`src/design/lpd_pkg.sv`:
```
// Shared types, register indexes and status codes for the log packet deframer.
package lpd_pkg;

  // Shortest buffer that can hold header, timestamp, millis, type, action,
  // length and tail with an empty payload.
  localparam int MIN_PACKET_BYTES = 2 + 4 + 2 + 1 + 1 + 1 + 1;

  localparam int POS_W = 9;
  localparam logic [POS_W-1:0] POS_MAX = '1;
  localparam logic [POS_W-1:0] PAYLOAD_START = POS_W'(MIN_PACKET_BYTES - 1);

  // Configuration register indexes (byte address / 4).
  localparam int CFG_ADDR_W = 4;
  localparam logic [1:0] REG_HEADER_WORD = 2'd0;
  localparam logic [1:0] REG_TAIL_VALUE  = 2'd1;
  localparam logic [1:0] REG_MAX_PAYLOAD = 2'd2;

  localparam logic [15:0] HEADER_WORD_RST = 16'hAA55;
  localparam logic [7:0]  TAIL_VALUE_RST  = 8'h55;
  localparam logic [7:0]  MAX_PAYLOAD_RST = 8'd64;

  // Report status codes.
  localparam logic [2:0] ST_OK         = 3'd0;
  localparam logic [2:0] ST_TOO_SHORT  = 3'd1;
  localparam logic [2:0] ST_BAD_HEADER = 3'd2;
  localparam logic [2:0] ST_LEN_OVER   = 3'd3;
  localparam logic [2:0] ST_TRUNCATED  = 3'd4;
  localparam logic [2:0] ST_BAD_TAIL   = 3'd5;

  typedef struct packed {
    logic [15:0] header_word;
    logic [7:0]  tail_value;
    logic [7:0]  max_payload;
  } cfg_t;

  typedef struct packed {
    logic        kind;
    logic [7:0]  payload_byte;
    logic [7:0]  payload_index;
    logic [2:0]  status;
    logic [31:0] stamp_seconds;
    logic [15:0] stamp_millis;
    logic [7:0]  packet_type;
    logic [7:0]  packet_action;
    logic [7:0]  payload_length;
    logic        last_of_run;
  } result_t;

endpackage

```
`src/design/lpd_if.sv`:
```
// Valid/ready channel interfaces for the deframer input and result words.
interface lpd_in_if;
  logic       valid;
  logic       ready;
  logic [7:0] in_byte;
  logic       end_of_buffer;

  modport source (output valid, in_byte, end_of_buffer, input ready);
  modport sink   (input valid, in_byte, end_of_buffer, output ready);
endinterface

interface lpd_out_if;
  logic        valid;
  logic        ready;
  logic        kind;
  logic [7:0]  payload_byte;
  logic [7:0]  payload_index;
  logic [2:0]  status;
  logic [31:0] stamp_seconds;
  logic [15:0] stamp_millis;
  logic [7:0]  packet_type;
  logic [7:0]  packet_action;
  logic [7:0]  payload_length;
  logic        last_of_run;

  modport source (output valid, kind, payload_byte, payload_index, status, stamp_seconds,
                  stamp_millis, packet_type, packet_action, payload_length, last_of_run,
                  input ready);
  modport sink   (input valid, kind, payload_byte, payload_index, status, stamp_seconds,
                  stamp_millis, packet_type, packet_action, payload_length, last_of_run,
                  output ready);
endinterface

```
`src/design/log_packet_deframer_top.sv`:
```
// Top level of the log packet deframer: input register, frame tracker, result register.
//
// The deframer takes one received byte per input word, with a flag on the last byte of
// the buffer, and walks the log packet layout: a 16-bit header (low byte first), a
// 32-bit little-endian timestamp, a 16-bit millisecond count, type, action, a length
// byte, the payload and a tail byte. Payload bytes come out as payload words while the
// header and length checks stand clean; the last byte of the buffer gives one report
// word with the captured fields and a status (ok, too short, bad header, length over
// maximum, truncated, bad tail). A word runs through an input register, a single stage
// of position compares and field captures, and a result register, so the block takes
// one word every clock cycle while the receiver keeps up. A result is valid on the
// output once the frame stage has moved its byte from the input register into the
// result register. While a result waits, the input register still takes one more
// byte; once both registers are full, the input ready follows the output ready within
// the same cycle. Words that cause no result, such as header bytes and bytes after the
// tail, only update the tracked state, but they also wait behind a result that has
// not been taken.
// The three configuration registers sit at byte addresses 0, 4 and 8 and should be
// written while no byte is in flight. There is no clearing pass after reset.
module log_packet_deframer_top (
  input  logic                             clk,
  input  logic                             rst_n,
  lpd_in_if.sink                           in_word,
  lpd_out_if.source                        out_word,
  input  logic                             psel,
  input  logic                             penable,
  input  logic                             pwrite,
  input  logic [lpd_pkg::CFG_ADDR_W-1:0]   paddr,
  input  logic [31:0]                      pwdata,
  output logic [31:0]                      prdata,
  output logic                             pready
);
  import lpd_pkg::*;

  cfg_t    cfg;
  result_t res;
  logic    res_valid;

  // Input register holding one accepted word until the frame stage takes it.
  logic       s1_valid_r, s1_valid_nxt;
  logic [7:0] s1_byte_r;
  logic       s1_last_r;

  // Result register.
  logic    out_valid_r, out_valid_nxt;
  result_t out_res_r;

  logic advance;
  logic in_take;

  // The frame stage fires when a word is held and the result register is free or
  // being emptied in this same cycle.
  assign advance = s1_valid_r && (!out_valid_r || out_word.ready);
  assign in_word.ready = !s1_valid_r || advance;
  assign in_take = in_word.valid && in_word.ready;

  lpd_cfg_regs u_cfg (
    .clk     (clk),
    .rst_n   (rst_n),
    .psel    (psel),
    .penable (penable),
    .pwrite  (pwrite),
    .paddr   (paddr),
    .pwdata  (pwdata),
    .prdata  (prdata),
    .pready  (pready),
    .cfg     (cfg)
  );

  lpd_frame u_frame (
    .clk       (clk),
    .rst_n     (rst_n),
    .step      (advance),
    .b         (s1_byte_r),
    .last      (s1_last_r),
    .cfg       (cfg),
    .res_valid (res_valid),
    .res       (res)
  );

  always_comb begin
    if (in_take) begin
      s1_valid_nxt = 1'b1;
    end else if (advance) begin
      s1_valid_nxt = 1'b0;
    end else begin
      s1_valid_nxt = s1_valid_r;
    end

    if (advance) begin
      out_valid_nxt = res_valid;
    end else if (out_word.ready) begin
      out_valid_nxt = 1'b0;
    end else begin
      out_valid_nxt = out_valid_r;
    end
  end

  always_ff @(posedge clk) begin
    if (!rst_n) begin
      s1_valid_r  <= 1'b0;
      out_valid_r <= 1'b0;
    end else begin
      s1_valid_r  <= s1_valid_nxt;
      out_valid_r <= out_valid_nxt;
    end
  end

  // Payload registers carry no reset.
  always_ff @(posedge clk) begin
    if (in_take) begin
      s1_byte_r <= in_word.in_byte;
      s1_last_r <= in_word.end_of_buffer;
    end
    if (advance && res_valid) begin
      out_res_r <= res;
    end
  end

  assign out_word.valid          = out_valid_r;
  assign out_word.kind           = out_res_r.kind;
  assign out_word.payload_byte   = out_res_r.payload_byte;
  assign out_word.payload_index  = out_res_r.payload_index;
  assign out_word.status         = out_res_r.status;
  assign out_word.stamp_seconds  = out_res_r.stamp_seconds;
  assign out_word.stamp_millis   = out_res_r.stamp_millis;
  assign out_word.packet_type    = out_res_r.packet_type;
  assign out_word.packet_action  = out_res_r.packet_action;
  assign out_word.payload_length = out_res_r.payload_length;
  assign out_word.last_of_run    = out_res_r.last_of_run;

  // The last byte of a buffer always produces a report in the next cycle.
  a_last_gives_report: assert property (@(posedge clk) disable iff (!rst_n)
    (advance && s1_last_r) |=> (out_valid_r && out_res_r.kind && out_res_r.last_of_run))
    else $error("last byte did not produce a report word");

  // A payload word carries a clean status and is never marked as the end of a run.
  a_payload_clean: assert property (@(posedge clk) disable iff (!rst_n)
    (out_valid_r && !out_res_r.kind) |-> (out_res_r.status == ST_OK && !out_res_r.last_of_run))
    else $error("payload word with report fields set");

  // Status codes stay within the defined set.
  a_status_range: assert property (@(posedge clk) disable iff (!rst_n)
    out_valid_r |-> (out_res_r.status <= ST_BAD_TAIL))
    else $error("status code out of range");

  // A held word that cannot advance keeps the input stalled.
  a_hold_stalls_input: assert property (@(posedge clk) disable iff (!rst_n)
    (s1_valid_r && out_valid_r && !out_word.ready) |=> s1_valid_r)
    else $error("input register lost a word while the output was stalled");

endmodule

```
`src/design/lpd_cfg_regs.sv`:
```
// APB-style configuration registers of the log packet deframer.
module lpd_cfg_regs (
  input  logic                              clk,
  input  logic                              rst_n,
  input  logic                              psel,
  input  logic                              penable,
  input  logic                              pwrite,
  input  logic [lpd_pkg::CFG_ADDR_W-1:0]    paddr,
  input  logic [31:0]                       pwdata,
  output logic [31:0]                       prdata,
  output logic                              pready,
  output lpd_pkg::cfg_t                     cfg
);
  import lpd_pkg::*;

  cfg_t cfg_r;
  cfg_t cfg_nxt;
  logic wr_en;

  assign pready = 1'b1;
  assign wr_en  = psel && penable && pwrite;
  assign cfg    = cfg_r;

  always_comb begin
    cfg_nxt = cfg_r;
    if (wr_en) begin
      case (paddr[3:2])
        REG_HEADER_WORD: cfg_nxt.header_word = pwdata[15:0];
        REG_TAIL_VALUE:  cfg_nxt.tail_value  = pwdata[7:0];
        REG_MAX_PAYLOAD: cfg_nxt.max_payload = pwdata[7:0];
        default: ;
      endcase
    end
  end

  always_comb begin
    case (paddr[3:2])
      REG_HEADER_WORD: prdata = {16'd0, cfg_r.header_word};
      REG_TAIL_VALUE:  prdata = {24'd0, cfg_r.tail_value};
      REG_MAX_PAYLOAD: prdata = {24'd0, cfg_r.max_payload};
      default:         prdata = '0;
    endcase
  end

  always_ff @(posedge clk) begin
    if (!rst_n) begin
      cfg_r.header_word <= HEADER_WORD_RST;
      cfg_r.tail_value  <= TAIL_VALUE_RST;
      cfg_r.max_payload <= MAX_PAYLOAD_RST;
    end else begin
      cfg_r <= cfg_nxt;
    end
  end

endmodule

```
`src/design/lpd_frame.sv`:
```
// Frame tracker: byte position, captured header fields and the result of one byte.
module lpd_frame (
  input  logic             clk,
  input  logic             rst_n,
  input  logic             step,
  input  logic [7:0]       b,
  input  logic             last,
  input  lpd_pkg::cfg_t    cfg,
  output logic             res_valid,
  output lpd_pkg::result_t res
);
  import lpd_pkg::*;

  localparam logic [POS_W-1:0] POS_HDR_LO = 9'd0;
  localparam logic [POS_W-1:0] POS_HDR_HI = 9'd1;
  localparam logic [POS_W-1:0] POS_SEC_0  = 9'd2;
  localparam logic [POS_W-1:0] POS_SEC_1  = 9'd3;
  localparam logic [POS_W-1:0] POS_SEC_2  = 9'd4;
  localparam logic [POS_W-1:0] POS_SEC_3  = 9'd5;
  localparam logic [POS_W-1:0] POS_MS_LO  = 9'd6;
  localparam logic [POS_W-1:0] POS_MS_HI  = 9'd7;
  localparam logic [POS_W-1:0] POS_TYPE   = 9'd8;
  localparam logic [POS_W-1:0] POS_ACTION = 9'd9;
  localparam logic [POS_W-1:0] POS_LENGTH = 9'd10;

  logic [POS_W-1:0] pos_r, pos_nxt;
  logic [7:0]       fhb_r, fhb_nxt;
  logic [31:0]      sec_r, sec_nxt;
  logic [15:0]      ms_r, ms_nxt;
  logic [7:0]       type_r, type_nxt;
  logic [7:0]       action_r, action_nxt;
  logic [7:0]       len_r, len_nxt;
  logic [2:0]       err_r, err_nxt;
  logic             tc_r, tc_nxt;
  logic [POS_W-1:0] tail_pos;
  logic [POS_W-1:0] pay_off;
  logic [1:0]       lane;

  assign tail_pos = PAYLOAD_START + {1'b0, len_r};
  assign pay_off  = pos_r - PAYLOAD_START;
  // Positions 2..5 map onto byte lanes 0..3 of the timestamp.
  assign lane     = pos_r[1:0] ^ 2'b10;

  always_comb begin
    fhb_nxt    = fhb_r;
    sec_nxt    = sec_r;
    ms_nxt     = ms_r;
    type_nxt   = type_r;
    action_nxt = action_r;
    len_nxt    = len_r;
    err_nxt    = err_r;
    tc_nxt     = tc_r;
    res_valid  = 1'b0;
    res        = '0;

    case (pos_r)
      POS_HDR_LO: fhb_nxt = b;
      POS_HDR_HI: begin
        if ({b, fhb_r} != cfg.header_word && err_r == ST_OK) err_nxt = ST_BAD_HEADER;
      end
      POS_SEC_0, POS_SEC_1, POS_SEC_2, POS_SEC_3: begin
        sec_nxt[8*lane +: 8] = sec_r[8*lane +: 8] | b;
      end
      POS_MS_LO:  ms_nxt[7:0]  = b;
      POS_MS_HI:  ms_nxt[15:8] = b;
      POS_TYPE:   type_nxt     = b;
      POS_ACTION: action_nxt   = b;
      POS_LENGTH: begin
        len_nxt = b;
        if (b > cfg.max_payload && err_r == ST_OK) err_nxt = ST_LEN_OVER;
      end
      default: begin
        if (pos_r < tail_pos) begin
          if (err_r == ST_OK && !last) begin
            res_valid         = 1'b1;
            res.payload_byte  = b;
            res.payload_index = pay_off[7:0];
          end
        end else if (pos_r == tail_pos && !tc_r) begin
          tc_nxt = 1'b1;
          if (b != cfg.tail_value && err_r == ST_OK) err_nxt = ST_BAD_TAIL;
        end
      end
    endcase

    if (last) begin
      res_valid          = 1'b1;
      res                = '0;
      res.kind           = 1'b1;
      res.last_of_run    = 1'b1;
      res.stamp_seconds  = sec_nxt;
      res.stamp_millis   = ms_nxt;
      res.packet_type    = type_nxt;
      res.packet_action  = action_nxt;
      res.payload_length = len_nxt;
      if (pos_r < PAYLOAD_START) begin
        res.status = ST_TOO_SHORT;
      end else if (err_nxt != ST_OK) begin
        res.status = err_nxt;
      end else if (!tc_nxt) begin
        res.status = ST_TRUNCATED;
      end else begin
        res.status = ST_OK;
      end
    end

    if (pos_r < POS_MAX) begin
      pos_nxt = pos_r + 1'b1;
    end else begin
      pos_nxt = pos_r;
    end
  end

  always_ff @(posedge clk) begin
    if (!rst_n) begin
      pos_r    <= '0;
      fhb_r    <= '0;
      sec_r    <= '0;
      ms_r     <= '0;
      type_r   <= '0;
      action_r <= '0;
      len_r    <= '0;
      err_r    <= ST_OK;
      tc_r     <= 1'b0;
    end else if (step) begin
      if (last) begin
        pos_r    <= '0;
        fhb_r    <= '0;
        sec_r    <= '0;
        ms_r     <= '0;
        type_r   <= '0;
        action_r <= '0;
        len_r    <= '0;
        err_r    <= ST_OK;
        tc_r     <= 1'b0;
      end else begin
        pos_r    <= pos_nxt;
        fhb_r    <= fhb_nxt;
        sec_r    <= sec_nxt;
        ms_r     <= ms_nxt;
        type_r   <= type_nxt;
        action_r <= action_nxt;
        len_r    <= len_nxt;
        err_r    <= err_nxt;
        tc_r     <= tc_nxt;
      end
    end
  end

endmodule

```
`src/flat_wrapper.sv`:
```
// flat-port wrapper written by rule: the top's interface ports become plain ports
module log_packet_deframer_top_flat import lpd_pkg::*;
  (clk, rst_n, psel, penable, pwrite, paddr, pwdata, prdata, pready, in_word_valid, in_word_in_byte, in_word_end_of_buffer, in_word_ready, out_word_valid, out_word_kind, out_word_payload_byte, out_word_payload_index, out_word_status, out_word_stamp_seconds, out_word_stamp_millis, out_word_packet_type, out_word_packet_action, out_word_payload_length, out_word_last_of_run, out_word_ready);
  lpd_in_if in_word_i ();
  lpd_out_if out_word_i ();
  input  logic clk;
  input  logic rst_n;
  input  logic psel;
  input  logic penable;
  input  logic pwrite;
  input  logic [lpd_pkg::CFG_ADDR_W-1:0] paddr;
  input  logic [31:0] pwdata;
  output logic [31:0] prdata;
  output logic pready;
  input wire logic [$bits(in_word_i.valid)-1:0] in_word_valid;
  input wire logic [$bits(in_word_i.in_byte)-1:0] in_word_in_byte;
  input wire logic [$bits(in_word_i.end_of_buffer)-1:0] in_word_end_of_buffer;
  output wire logic [$bits(in_word_i.ready)-1:0] in_word_ready;
  output wire logic [$bits(out_word_i.valid)-1:0] out_word_valid;
  output wire logic [$bits(out_word_i.kind)-1:0] out_word_kind;
  output wire logic [$bits(out_word_i.payload_byte)-1:0] out_word_payload_byte;
  output wire logic [$bits(out_word_i.payload_index)-1:0] out_word_payload_index;
  output wire logic [$bits(out_word_i.status)-1:0] out_word_status;
  output wire logic [$bits(out_word_i.stamp_seconds)-1:0] out_word_stamp_seconds;
  output wire logic [$bits(out_word_i.stamp_millis)-1:0] out_word_stamp_millis;
  output wire logic [$bits(out_word_i.packet_type)-1:0] out_word_packet_type;
  output wire logic [$bits(out_word_i.packet_action)-1:0] out_word_packet_action;
  output wire logic [$bits(out_word_i.payload_length)-1:0] out_word_payload_length;
  output wire logic [$bits(out_word_i.last_of_run)-1:0] out_word_last_of_run;
  input wire logic [$bits(out_word_i.ready)-1:0] out_word_ready;
  assign in_word_i.valid = in_word_valid;
  assign in_word_i.in_byte = in_word_in_byte;
  assign in_word_i.end_of_buffer = in_word_end_of_buffer;
  assign in_word_ready = in_word_i.ready;
  assign out_word_valid = out_word_i.valid;
  assign out_word_kind = out_word_i.kind;
  assign out_word_payload_byte = out_word_i.payload_byte;
  assign out_word_payload_index = out_word_i.payload_index;
  assign out_word_status = out_word_i.status;
  assign out_word_stamp_seconds = out_word_i.stamp_seconds;
  assign out_word_stamp_millis = out_word_i.stamp_millis;
  assign out_word_packet_type = out_word_i.packet_type;
  assign out_word_packet_action = out_word_i.packet_action;
  assign out_word_payload_length = out_word_i.payload_length;
  assign out_word_last_of_run = out_word_i.last_of_run;
  assign out_word_i.ready = out_word_ready;
  log_packet_deframer_top u_core (.clk(clk), .rst_n(rst_n), .in_word(in_word_i), .out_word(out_word_i), .psel(psel), .penable(penable), .pwrite(pwrite), .paddr(paddr), .pwdata(pwdata), .prdata(prdata), .pready(pready));
endmodule
```
`config.mk`:
```
export PLATFORM = sky130hd
export DESIGN_NAME = log_packet_deframer_top_flat
export DESIGN_NICKNAME = d
export VERILOG_FILES = /design/src/design/lpd_pkg.sv /design/src/design/lpd_if.sv /design/src/design/log_packet_deframer_top.sv /design/src/design/lpd_cfg_regs.sv /design/src/design/lpd_frame.sv /design/src/flat_wrapper.sv
export SDC_FILE = /design/constraint.sdc
export NUM_CORES = 1
export LEC_CHECK = 0
export BUFFER_PORTS_ARGS = -buffer_cell sky130_fd_sc_hd__buf_2
export CAP_MARGIN = 5
export CORE_UTILIZATION = 30
export DETAILED_ROUTE_END_ITERATION = 16
export GPL_TIMING_DRIVEN = 0
export MAX_ROUTING_LAYER = met4
export SYNTH_ARGS = -nofsm -noshare
export SYNTH_HDL_FRONTEND = slang
export SYNTH_SLANG_ARGS = --single-unit
```
`constraint.sdc`:
```
create_clock -name clk -period 8.3 [get_ports clk]
set_input_delay 0.83 -clock clk [delete_from_list [all_inputs] [get_ports clk]]
set_output_delay 0.83 -clock clk [all_outputs]
set_load 0.05 [all_outputs]
```
; ---- Yosys cells after proc, flatten, opt, wreduce, memory -nomap -nowiden
; Index checks and enable logic that the tools add are counted.
; Widths: inputs -> output; s select.
[op_classes]
add_sub_neg = 4
n_lt_le_gt_ge = 4
eq_ne = 15
n_shift = 3
muxes = 43
n_bitwise = 5
n_reduce_logical = 34
[op_table]
columns = op, count
row1 = $mux 93, 1
row2 = $mux 8, 10
row3 = $mux 16, 4
row4 = $mux 32, 2
row5 = $pmux 16 s3, 1
row6 = $eq 9x3->1 const B, 4
row7 = $neg 5->34, 1
row8 = $shift 8x34->32 const A, 1
row9 = $shiftx 8x34->32, 1
row10 = $bwmux 32, 1
row11 = $shiftx 32x6->8, 1
row12 = $eq 9x4->1 const B, 3
row13 = $mux 3, 9
row14 = $eq 9x2->1 const B, 2
row15 = $mux 9, 2
row16 = $ne 16x16->1, 1
row17 = $reduce_or 14->1, 1
row18 = $mux 1, 12
row19 = $reduce_or 11->1, 1
row20 = $logic_and 1x1->1, 10
row21 = $reduce_and 2->1, 5
row22 = $add 4x8->9 const A, 1
row23 = $add 9x1->9 const B, 1
row24 = $eq 9x1->1 const B, 1
row25 = 22 further kinds, 32
[totals]
ff_bits = 229
in_bits = 52
output_inout_bits = 128
wordCells = 135

; ---- Longest topological paths before layout
; Gate-level depths: netlist of the first run.
[logic_depth]
ltp_word = 10
mapped_depth = 13
depth_no_buf = 13

; ---- By module
; Synthesis of the first run repeated with hierarchy kept, for this count alone.
[unflattened]
cells_unflattened = 1080
hier_area_um2 = 10919.2
[by_module_without_submodules]
columns = module, n_inst, cells_each, area_each_um2, seq_area_each_um2
row1 = lpd_frame, 1, 768, 6085.8, 1861.8
row2 = log_packet_deframer_top, 1, 115, 3175.5, 3103.0
row3 = lpd_cfg_regs, 1, 197, 1657.8, 640.6

; ---- Worst setup path before layout of the first run
; OpenSTA, ideal clock, no wires.
[synth_timing]
path_kind = flip-flop to flip-flop
startpoint = register u_core.u_frame.pos_r[0]
endpoint = register u_core.out_res_r (netlist bit u_core.out_word.kind) (enable)
setup_time_ns = 0.573
arrival_time_ns = 6.880
required_time_ns = 7.727
slack_ns = 0.847
path_stages_with_launch = 11
path_buffers = 3
synth_period_minus_slack_ns = 7.453
path_cell_list = dfxtp_1 > clkbuf_1 > inv_1 > ha_1 > clkbuf_1 > nor4_1 > o22ai_1 > a211o_1 > or3_1 > clkbuf_1 > a21oi_1
[synth_between]
elab_chain_len = 5
word_cells_on_any_way = 17
cone_classes = 1 x order compare / 10 x eq/ne / 3 x mux / 3 x reduce/logical
[synth_rtl]
columns = item, line_no
row1 = start: declaration, lpd_frame.sv:26  ; logic [POS_W-1:0] pos_r, pos_nxt;
row2 = start signal: assignment, lpd_frame.sv:137  ; pos_r <= pos_nxt;
row3 = $lt 9x9->1 (tied with other cells), lpd_frame.sv:73  ; if (pos_r < tail_pos) begin
row4 = $mux 1 / $reduce_or 11->1 (equally long branches), -
row5 = $mux 1 *, lpd_frame.sv:56  ; case (pos_r)
row6 = $mux 1 *, lpd_frame.sv:86  ; if (last) begin
row7 = $logic_and 1x1->1 *, log_packet_deframer_top.sv:115  ; if (advance && res_valid) begin
row8 = end signal: assignment, log_packet_deframer_top.sv:116  ; out_res_r <= res;
row9 = end: declaration, log_packet_deframer_top.sv:46  ; result_t out_res_r;
; Every way passes the cells marked *; elsewhere a longest branch is shown, timed or not.
; A chain may end at the register's enable or synchronous reset.

; ---- Final worst setup path of the first run
[layout_timing]
startpoint = register u_core.u_frame.pos_r[1]
endpoint = register u_core.out_res_r (netlist bit u_core.out_word.stamp_millis[3]) (enable)
; The elaborated chain is that of the path after synthesis.

==> flow_summary.ini, run 1 <==
[status]
status = complete, no violations

[place]
gp_congestion = 0.905
dpl.hpwl_mm = 23.1
port_buffers = 144

[global_route]
grt_max_degree = 33
grt_pass1_wl_mm = 48.4
grtUsageTotal_pct = 17.7
grt_pass1_vias = 8122
antenna_found_initial = 1
overflow = 0

[logic_synthesis]
synth_cell_types = 61
synth-simple-area-share_pct = 19.6
ys_seq_area_share_pct = 51.5
syn_inst = 1069
synth_area_mm2 = 0.0108
synth-compound-area-share_pct = 13.2
async_reset_ff_share_pct = 0
synthXorXnorAreaFrac_pct = 3.16
synth_edf_count = 101
synth_top_family_by_area = simple AND/OR/NAND/NOR gates
ys.flop_type = dfxtp_1
avgSynthCellArea_um2 = 10.1
ys_ff_latch = 228
synth.area.mux_share_pct = 5.27
synthAdderAreaFrac_pct = 2.54
ys_warn_count = 0

[floorplan]
io_pins = 180
die_w_um = 192
rows = 69
start_util_pct = 30.4
core-area_mm2 = 0.0356
die_h_um = 192
die_area_mm2 = 0.0368

[clock_tree]
clk_pin_slew_ns = 0.06
clk_path_buf_depth = 3
cts_resized = 0
hold_buffers = 0
cts_sinks = 228
numCtsBuffers = 26
clk-insertion-delay-late_ns = 0.53
cts_root_buffer = clkbuf_16
cts_max_level = 1
tritoncts = yes
cts_setup_buffers = 0

[run]
drv_cap = 0

[layout]
nFillCells = 3580
areaGrowthSynthToFinish_pct = 22.2
layout-drive-gt1-share_pct = 18.9
nNetsFinal = 1333

[timing]
finalHoldViolations = 0
rsz0062_at_grt = no
setup_violations = 0
period_needed_ns = 4.39
fmax_mhz = 228
hold_ws_ns = 0.478
max_slew_margin_pct = 38.0
worstMarginPinSlew_ns = 0.931
setup_tns_ns = 0
layout_worst_path_cycle_share_pct = 52.9
drv_slew = 0
finClkSkew_ns = 0.0109

[critical_path]
max_stage_delay_ns = 0.54
path_class = flip-flop to flip-flop
cp_num_buf_inv = 6
crit_required_ns = 8.53
path_cells = clkbuf_1 -> inv_1 -> ha_1 -> clkbuf_1 -> nor4_1 -> o22ai_1 -> a211o_1 -> or3_1 -> clkbuf_1 -> a21oi_4 -> buf_12 -> buf_12
worstPathArrival_ns = 4.62
crit_fanout = 32
slowest_stage = dfxtp_1
crit_path_frequent_cell = clkbuf_1
cp-start-kind = flip-flop
crit_path_end_kind = flip-flop
critPathTopFamily = buffers and inverters

[detailed_routing]
firstDrtPassIters = 5
drcViolationCount = 0
wl_per_cell_um = 18.6
vias = 8741
drt_iter0_markers = 708
drtAntennaViolNets = 0
viasPerCell = 5.02
drt_wl_total_mm = 32.3

[hold_path]
hp-class = primary input to flip-flop

[pwr]
cellLeakagePower_uw = 0.00497
power_density_mw_per_mm2 = 202
irDropWorstVdd_mv = 0.135
[cell usage after synthesis, drive strengths merged (22+ instances only)]
cell type | instances | area share [%]
and2 | 29 | 1.7
nand2 | 104 | 3.6
buf | 29 | 1.8
a22oi | 64 | 4.4
a21oi | 55 | 2.5
nor2b | 91 | 5.3
edfxtp | 101 | 28
xor2 | 30 | 2.4
nor2 | 81 | 3.0
dfxtp | 127 | 23
nand3 | 42 | 1.9
ha | 22 | 2.5
mux2i | 39 | 3.6
inv | 27 | 0.94
clkbuf | 54 | 1.9
[through the flow]
stage	total power, uW	std cells	setup WS, ns	cell area, um^2	util [%]
finish	2670	1741	3.91	13200	37.2
floorplan	1360	1084	0.847	10900	-
CTS	2690	1740	3.92	13200	37.2
global placement	1430	1689	-1.74	12200	34.2
detailed placement	1430	1692	3.96	12300	34.5
global route	2760	1741	3.58	13200	37.2
[registers in the layout, summed over array words and instances, names as in the netlist, 9 cells and up]
register,count
u_core.u_frame.sec_r,32
u_core.out_word.stamp_seconds,32
u_core.u_frame.pos_r,9
u_core.u_cfg.cfg,32
u_core.u_frame.ms_r,16
u_core.out_word.stamp_millis,16
[metal layers]
metal | up-vias | share of wire, % | track usage (%)
met5 | - | 0 | -
li1 | 4153 | - | -
met4 | 0 | 2.2 | 4.33
met3 | 48 | 7.5 | 2.83
met1 | 4149 | 46 | 24.4
met2 | 391 | 45 | 27.1
[cell families (layout without fill, tap and decap cells)]
group | Yosys count | after routing
AOI/OAI and AO/OA | 210 | 210
xor gates and xnor gates | 39 | 39
adders and majority gates | 22 | 22
buffers and inverters | 110 | 305
DFF | 228 | 228
muxes | 47 | 47
other | 2 | 18
and+or+nand+nor | 411 | 411
[layout make-up]
type                       instances  area, um^2  area share, %
multi-input combinational        746        4820           36.4
clock buffer                      37         776           5.87
inverter                          27         101          0.767
buffer                            83         397           3.00
tap                              461         577           4.36
antenna                            1        2.50         0.0189
timing repair buffer             147         788           5.96
clock inverter                    11         185           1.40
sequential                       228        5580           42.2
[power breakdown]
| group | internal, uW | total, uW | switching (uW) |
|---|---|---|---|
| combinational | 54.6 | 208 | 153 |
| clock | 806 | 1270 | 461 |
| sequential | 1180 | 1200 | 13.2 |
| total | 2040 | 2670 | 627 |
[path summary, 6_finish.rpt]
kind                            from                         endpoint  slack (ns)  cells after the start
max          u_core.u_frame.pos_r[1]  u_core.out_word.stamp_millis[3]        3.91                     12
min               in_word_in_byte[2]              u_core.s1_byte_r[2]        0.48                      1
max reg2reg  u_core.u_frame.pos_r[1]  u_core.out_word.stamp_millis[3]        3.91                     12
min reg2reg  u_core.u_frame.sec_r[8]          u_core.u_frame.sec_r[8]        0.50                      2
[layout by cell type, fill, tap and decap left out, types with 30 or more instances in the layout]
cell type	instances
buf_2	149
dfxtp_1	127
nand2_1	104
edfxtp_1	101
nor2b_1	91
nor2_1	79
a22oi_1	64
clkbuf_1	60
a21oi_1	54
nand3_1	42
mux2i_1	39
xor2_1	30
No activity file was read; power rests on OpenSTA's default activity.
==> run 2, diff against run 1 <==
Clock period 8.3 ns to 4 ns, I/O delays scaled along.
==> run 2 against run 1 <==
Sequential cell count stayed put. Largest power group is now sequential cells. Sequential share of layout area is 0.38 points higher. First-iteration DRC count is 8.2% lower. Cell count is 0.11% lower. Largest cell class unchanged. Critical path type unchanged. Clock skew is 0.0013 ns higher. Cell area is 0.79% lower.
==> flow_summary.ini, run 2 (synthesis results as in run 1) <==
[status]
status = complete, no violations

[layout]
areaGrowthSynthToFinish_pct = 21.2
layout-drive-gt1-share_pct = 19.4
final_util_pct = 36.9
layout.cells.non_filler = 1739
final_cell_mix = buf_2, dfxtp_1, nand2_1, edfxtp_1, nor2b_1
fin_area_mm2 = 0.0131
nNetsFinal = 1333
diodes = 0
nFillCells = 3593
mostFrequentLayoutCell = buf_2

[floorplan]
die_area_mm2 = 0.0368
start_util_pct = 30.4
die_w_um = 192
die_h_um = 192
core-area_mm2 = 0.0356
rows = 69
io_pins = 180

[timing]
rsz0062_at_grt = no
finClkSkew_ns = 0.0121
setup_violations = 0
drv_slew = 0
max_slew_margin_pct = 43.4
finalHoldViolations = 0
worstMarginPinSlew_ns = 0.842
layout_worst_path_cycle_share_pct = 89.9
fmax_mhz = 278
setup_tns_ns = 0
period_needed_ns = 3.60

[critical_path]
path_class = flip-flop to flip-flop
cp-start-kind = flip-flop
crit_required_ns = 4.22
reg2regPathDepth = 12
crit_path_end_kind = flip-flop
crit_fanout = 33
regToRegSetupSlack_ns = 0.40
r2r-start = u_core.u_frame.pos_r[1]
worstPathArrival_ns = 3.82
r2r_end = u_core.out_word.payload_byte[6]

[clock_tree]
tritoncts = yes
clk_path_buf_depth = 3
cts_root_buffer = clkbuf_16
cts_resized = 0
numCtsBuffers = 25
clk-insertion-delay-late_ns = 0.53
cts_setup_buffers = 0
clk_pin_slew_ns = 0.06
cts_sinks = 228
hold_buffers = 0
cts_max_level = 1

[global_route]
grt_pass1_wl_mm = 48.6
grtUsageTotal_pct = 17.7
grt_pass1_vias = 8322
antenna_found_initial = 0
grt_max_degree = 34
overflow = 0

[run]
drv_cap = 0

[pwr]
power_uw = 5210
irDropWorstVdd_mv = 0.283
cellLeakagePower_uw = 0.00491
power_density_mw_per_mm2 = 397

[place]
place_area_mm2 = 0.0123
gp_congestion = 0.880
port_buffers = 144
dpl.hpwl_mm = 23.3
dp_cells = 1692

[detailed_routing]
drtAntennaViolNets = 0
drt_wl_total_mm = 31.8
drcViolationCount = 0
firstDrtPassIters = 5
wl_per_cell_um = 18.3
drt_iter0_markers = 650
viasPerCell = 4.99
vias = 8681

[hold_path]
hold_path_end = u_core.s1_byte_r[3]
min_path_cells = 1
hold_path.startpoint = in_word_in_byte[3]
hp-class = primary input to flip-flop
## run 2: final cells by class
class	count	area, um^2	share of cell area, %
Sequential cell	228	5580	42.6
Multi-Input combinational cell	746	4820	36.8
Timing Repair Buffer	148	796	6.07
Clock buffer	33	666	5.07
Tap cell	461	577	4.40
Buffer	83	429	3.27
Clock inverter	13	144	1.10
Inverter	27	101	0.773
## run 2: layer usage
| layer | vias up | GRT usage (%) | wire (um) |
|---|---|---|---|
| li1 | 4151 | - | - |
| met2 | 347 | 27.7 | 14600 |
| met3 | 60 | 2.61 | 2170 |
| met4 | 0 | 4.70 | 803 |
| met1 | 4123 | 23.7 | 14200 |
| met5 | - | - | 0 |
## run 2: worst max-delay path: stages (launching register included)
cell and delay [ns]:
dfxtp_4 0.41, clkbuf_8 0.20, inv_2 0.05, ha_1 0.18, clkbuf_1 0.21, nor4_1 0.28, o22ai_1 0.13, a211o_1 0.30
or3_1 0.37, clkbuf_8 0.18, a21oi_4 0.48, buf_16 0.25, buf_12 0.22
## run 2: worst max path at each step
stage	start	to	slack [ns]	depth (start not counted)
finish	u_core.u_frame.pos_r[1]	u_core.out_word.payload_byte[6]	0.40	12
CTS	u_core.u_frame.pos_r[1]	u_core.out_word.payload_byte[2]	0.41	12
global route	u_core.u_frame.pos_r[1]	u_core.out_word.stamp_seconds[7]	0.19	12
floorplan	u_core.u_frame.pos_r[1]	u_core.out_word.kind	0.006	10
detailed placement	u_core.u_frame.pos_r[1]	u_core.out_word.payload_byte[2]	0.43	12
global placement	u_core.u_frame.pos_r[1]	u_core.out_word.stamp_millis[11]	-0.94	10
## run 2: where the power goes
group / total, uW / switching [uW] / internal (uW)
Sequential: 2480 / 27.8 / 2460
Clock: 2290 / 931 / 1360
Combinational: 430 / 315 / 115
## run 2: metrics by stage
step	worst slack [ns]	hold WS [ns]
CTS	0.410	0.0398
global placement	-0.941	0.479
finish	0.402	0.0550
floorplan	0.00621	0.463
detailed placement	0.430	0.478
global route	0.187	0.0427
